[src/hw/rtl/lpht_ram.sv]
// Generic single-port synchronous RAM with registered read.
// No dependencies.
`timescale 1ns / 1ps
`default_nettype none
module lpht_ram #(
  parameter int unsigned Width = 8,
  parameter int unsigned Depth = 16
) (
  input  wire logic                     clk_i,
  input  wire logic                     we_i,
  input  wire logic [$clog2(Depth)-1:0] addr_i,
  input  wire logic [Width-1:0]         wdata_i,
  output logic      [Width-1:0]         rdata_o
);
  logic [Width-1:0] mem [Depth];
  always_ff @(posedge clk_i) begin
    if (we_i) mem[addr_i] <= wdata_i;
    rdata_o <= mem[addr_i];
  end
endmodule
`default_nettype wire

[config.mk]
export PLATFORM = sky130hd
export DESIGN_NAME = lpht_ram
export DESIGN_NICKNAME = d
export VERILOG_FILES = /design/src/hw/rtl/lpht_ram.sv
export SDC_FILE = /design/constraint.sdc
export NUM_CORES = 1
export LEC_CHECK = 0
export BUFFER_PORTS_ARGS = -buffer_cell sky130_fd_sc_hd__buf_2
export CAP_MARGIN = 0
export CORE_ASPECT_RATIO = 1.5
export CORE_UTILIZATION = 40
export CTS_BUF_LIST = sky130_fd_sc_hd__clkbuf_8
export CTS_CLUSTER_SIZE = 40
export DETAILED_ROUTE_END_ITERATION = 12
export SYNTH_ARGS = -nofsm -noshare
export SYNTH_HDL_FRONTEND = slang
export SYNTH_SLANG_ARGS = --single-unit
[constraint.sdc]
create_clock -name clk_i -period 1.72 [get_ports clk_i]
set_clock_uncertainty 0.1 [all_clocks]
set_input_delay 0.086 -clock clk_i [delete_from_list [all_inputs] [get_ports clk_i]]
set_output_delay 0.086 -clock clk_i [all_outputs]
set_load 0.02 [all_outputs]
Yosys cells after proc, flatten, opt, wreduce, memory -nomap -nowiden
Memory sizes are Yosys's and may differ from the RTL's. A register that Yosys moved wholly into a read port is not among the register bits. Index checks and enable logic that the tools add are counted.

Register bits after elaboration: 0. Latch bits: 0. Bits in writable memories: 128. Bits in read-only memories: 0. Logic and storage cells: 3. Memories: 1.

Memories: mem (depth 16, bits a word 8, rd ports 1, clocked after Yosys merged registers in 1, write ports 1, line 15) `logic [Width-1:0] mem [Depth];`.

Add/subtract/negate cells: 0. Multipliers: 0. Div/mod/pow operators: 0. Magnitude comparators: 0. Eq/ne operators: 0. Shift-type cells: 0. Muxes and demuxes: 2. Bitwise logic cells: 0. Reductions and logical operators: 0.

Operator list (number): two-way mux 1 bit (2).

Logic depth before layout (Yosys ltp)
Word-level depth: 2. Gate-level depth with buffers: 5. Mapped depth without buffers: 3.

Worst setup path before layout
No wires, ideal clock.

Kind: input-to-reg. Start point: input port addr_i[2]. End point: memory mem[0][0], enable pin. Setup time: 0.383 ns. Data arrival time: 1.196 ns. Required time: 1.237 ns. Path slack: 0.041 ns. Stages: 2. Buffers on the path: 0. Path through: or3b_2 -> nor3_1.

RTL lines: start: declaration (line 11) `input wire logic [$clog2(Depth)-1:0] addr_i,`; end: declaration (line 15).

Straight into the memory's write port.

==> impl_metrics.env <==
export IMPL_syn_area_um2=5070
export IMPL_cts_max_path_buffers=2
export IMPL_p_sw_frac=0.199
export IMPL_drive_gt1_frac=0.352
export IMPL_rsz0062_at_grt="no"
export IMPL_vdd_drop_max_v=0.000519
export IMPL_first_global_vias=2579
export IMPL_start_kind="flop"
export IMPL_critical_path_max_stage_delay_ns=0.48
export IMPL_dr_pass1_iters=4
export IMPL_syn_nets=244
export IMPL_dieArea_um2=13100
export IMPL_hpwl_um=6430
export IMPL_worstPathCellList="mux4_2, a22oi_1, nand2_1"
export IMPL_yosys_warnings=0
export IMPL_p_seq_frac=0.549
export IMPL_start_util=0.409
export IMPL_final_common_cell="edfxtp_1"
export IMPL_maxCapViolCount=0
export IMPL_die_w_um=93.9
export IMPL_clkSinkCount=136
export IMPL_status="finished clean"
export IMPL_setup_tns_ns=0
export IMPL_worst_pin_slew_ns=0.397
export IMPL_place_gp_congestion=0.764
export IMPL_hp_class="input port to flop"
export IMPL_viasPerCell=5.18
export IMPL_layout_common_cells="128 x edfxtp_1, 32 x mux4_2, 21 x clkbuf_8, 21 x buf_2, 21 x buf_4"
export IMPL_grt_overflow_total=0
export IMPL_wire_per_inst_um=20.3
export IMPL_yosysSeqAreaShare=0.790
export IMPL_synth_area_per_cell_um2=22.0
export IMPL_fmax_ghz=0.712
export IMPL_setup_viol_count_final=0
export IMPL_num_vias=2385
export IMPL_synth_top_cell_by_area="edfxtp_1"
export IMPL_antenna_cells=0
export IMPL_syn_instance_count=230
export IMPL_stdcell_count=460
export IMPL_routed_wl_um=9350
export IMPL_clock_root_buffer="clkbuf_8"
export IMPL_route_antenna_remaining_nets=0
export IMPL_grt_use_total=0.162
export IMPL_slew_viol_final=0
export IMPL_p_leak_nw=2.02
export IMPL_critPathTopFamily="multiplexers"
export IMPL_p_sw_mw=1.35
export IMPL_critPathRequiredTime_ns=1.94
export IMPL_row_count=50
export IMPL_drtIter0Drc=145
export IMPL_period_needed_ns=1.40
export IMPL_path_class="flop to flop"
export IMPL_crit_buf_inv=0
export IMPL_comb_power_share=0.057
export IMPL_timing_final_crit_share=0.816
export IMPL_finalHoldViolCount=0
export IMPL_cts_max_level=4
export IMPL_drc=0
export IMPL_port_buffers=21
export IMPL_relSlewSlack=0.735
export IMPL_grt_max_degree=40
export IMPL_numCtsBuffers=17
export IMPL_setup_worst_path_end_class="flop"
export IMPL_cts_tree="done"
export IMPL_synth_distinct_cells=18
export IMPL_fin_nets=305
export IMPL_io_pins=22
export IMPL_synth_area_leaders="edfxtp_1 76%, mux4_2 14%, dfxtp_1 3.2%"
export IMPL_die_height_um=140
export IMPL_clock_power_share=0.394
export IMPL_clk_latency_ns=0.44
export IMPL_p_int_mw=5.43
export IMPL_yosysTopAreaCellShare=0.759
export IMPL_powerDensity_nw_per_um2=1130
export IMPL_r2r_setup_slack_ns=0.32
export IMPL_post_cts_resized=0
export IMPL_async_reset_ff_frac=0
export IMPL_coreArea_um2=12400
export IMPL_ys_seq_elements=136
export IMPL_ys_dominant_reg_cell="edfxtp_1"
export IMPL_cp_max_fo=1
export IMPL_grt_pass1_wl_um=14700
export IMPL_slowest_stage="mux4_2"
export IMPL_clk_pin_slew_ns=0.07
export IMPL_numPlacedInstances=420
export IMPL_fillCellCount=1053
export IMPL_antenna_found_initial=0
export IMPL_arrival_ns=1.63
export IMPL_area_delta_synth_final_pct=18.9
export IMPL_synth_edff_count=128
[final cells by class]
| cell class | count | area [um2] | share of cell area |
|---|---|---|---|
| flip-flops and latches | 136 | 4000 | 0.665 |
| clock buffers | 21 | 289 | 0.0480 |
| multi-input cells | 83 | 1000 | 0.167 |
| repair buffers | 53 | 403 | 0.0669 |
| clock inverters | 11 | 129 | 0.0214 |
| well taps | 156 | 195 | 0.0324 |
[power groups by stage]
stage	logic, mW	registers (mW)	clock network (mW)
final	0.388	3.73	2.67
after detailed placement	0.381	3.80	0
after CTS	0.396	3.73	2.71
after global routing	0.423	3.73	2.84
after floorplan	0.191	3.82	0
after global placement	0.373	3.80	0
[worst paths after layout]
kind / start / endpoint / cells past startpoint
min: addr_i[3] / rdata_o[4] / 5
min reg2reg: mem[14][6] / rdata_o[6] / 3
max reg2reg: mem[2][5] / rdata_o[5] / 3
max: mem[2][5] / rdata_o[5] / 3
[kinds of logic after synthesis]
logic type	count (synthesis)	synth area share
flops	136	0.790
simple gates	35	0.0321
mux	32	0.142
compound gates	16	0.0237
buf+inv	11	0.0119
[per-stage QoR]
step	util	worst slack (ns)	area (um2)	hold slack, ns	total power, mW
global route	0.486	0.258	6020	0.187	7.00
detailed placement	0.446	0.162	5530	0.381	4.18
CTS	0.486	0.309	6020	0.132	6.83
floorplan	-	0.0410	5070	0.0849	4.01
global placement	0.446	0.179	5530	0.369	4.17
finish	0.486	0.316	6020	0.149	6.79
[cell usage after synthesis (4+ instances only)]
cell	n
a22oi_1	16
buf_1	4
dfxtp_1	8
edfxtp_1	128
mux4_2	32
nand2_1	9
nor2_1	13
nor3_1	4
[registers in the layout, summed over array words and instances, names as in the netlist]
register  cells
rdata_o       8
mem         128
[per-layer routing]
layer	part of all wire	up-vias	global-route usage
met1	0.39	1243	0.181
met3	0.032	17	0.0454
met5	0	-	0
met2	0.56	46	0.282
met4	0.019	0	0.0753
li1	-	1079	-
[worst min-delay path, delay by kind of cell]
family	cells	cell delay [ns]
and+or+nand+nor	2	0.18
AOI/OAI and AO/OA	1	0.07
buffers and inverters	2	0.32
[timing repair]
action	4_1_cts	5_1_grt
hold endpoints to repair	128	0
setup buffers	0	0
hold buffers	8	0
Power figures use the tool's default switching activity.
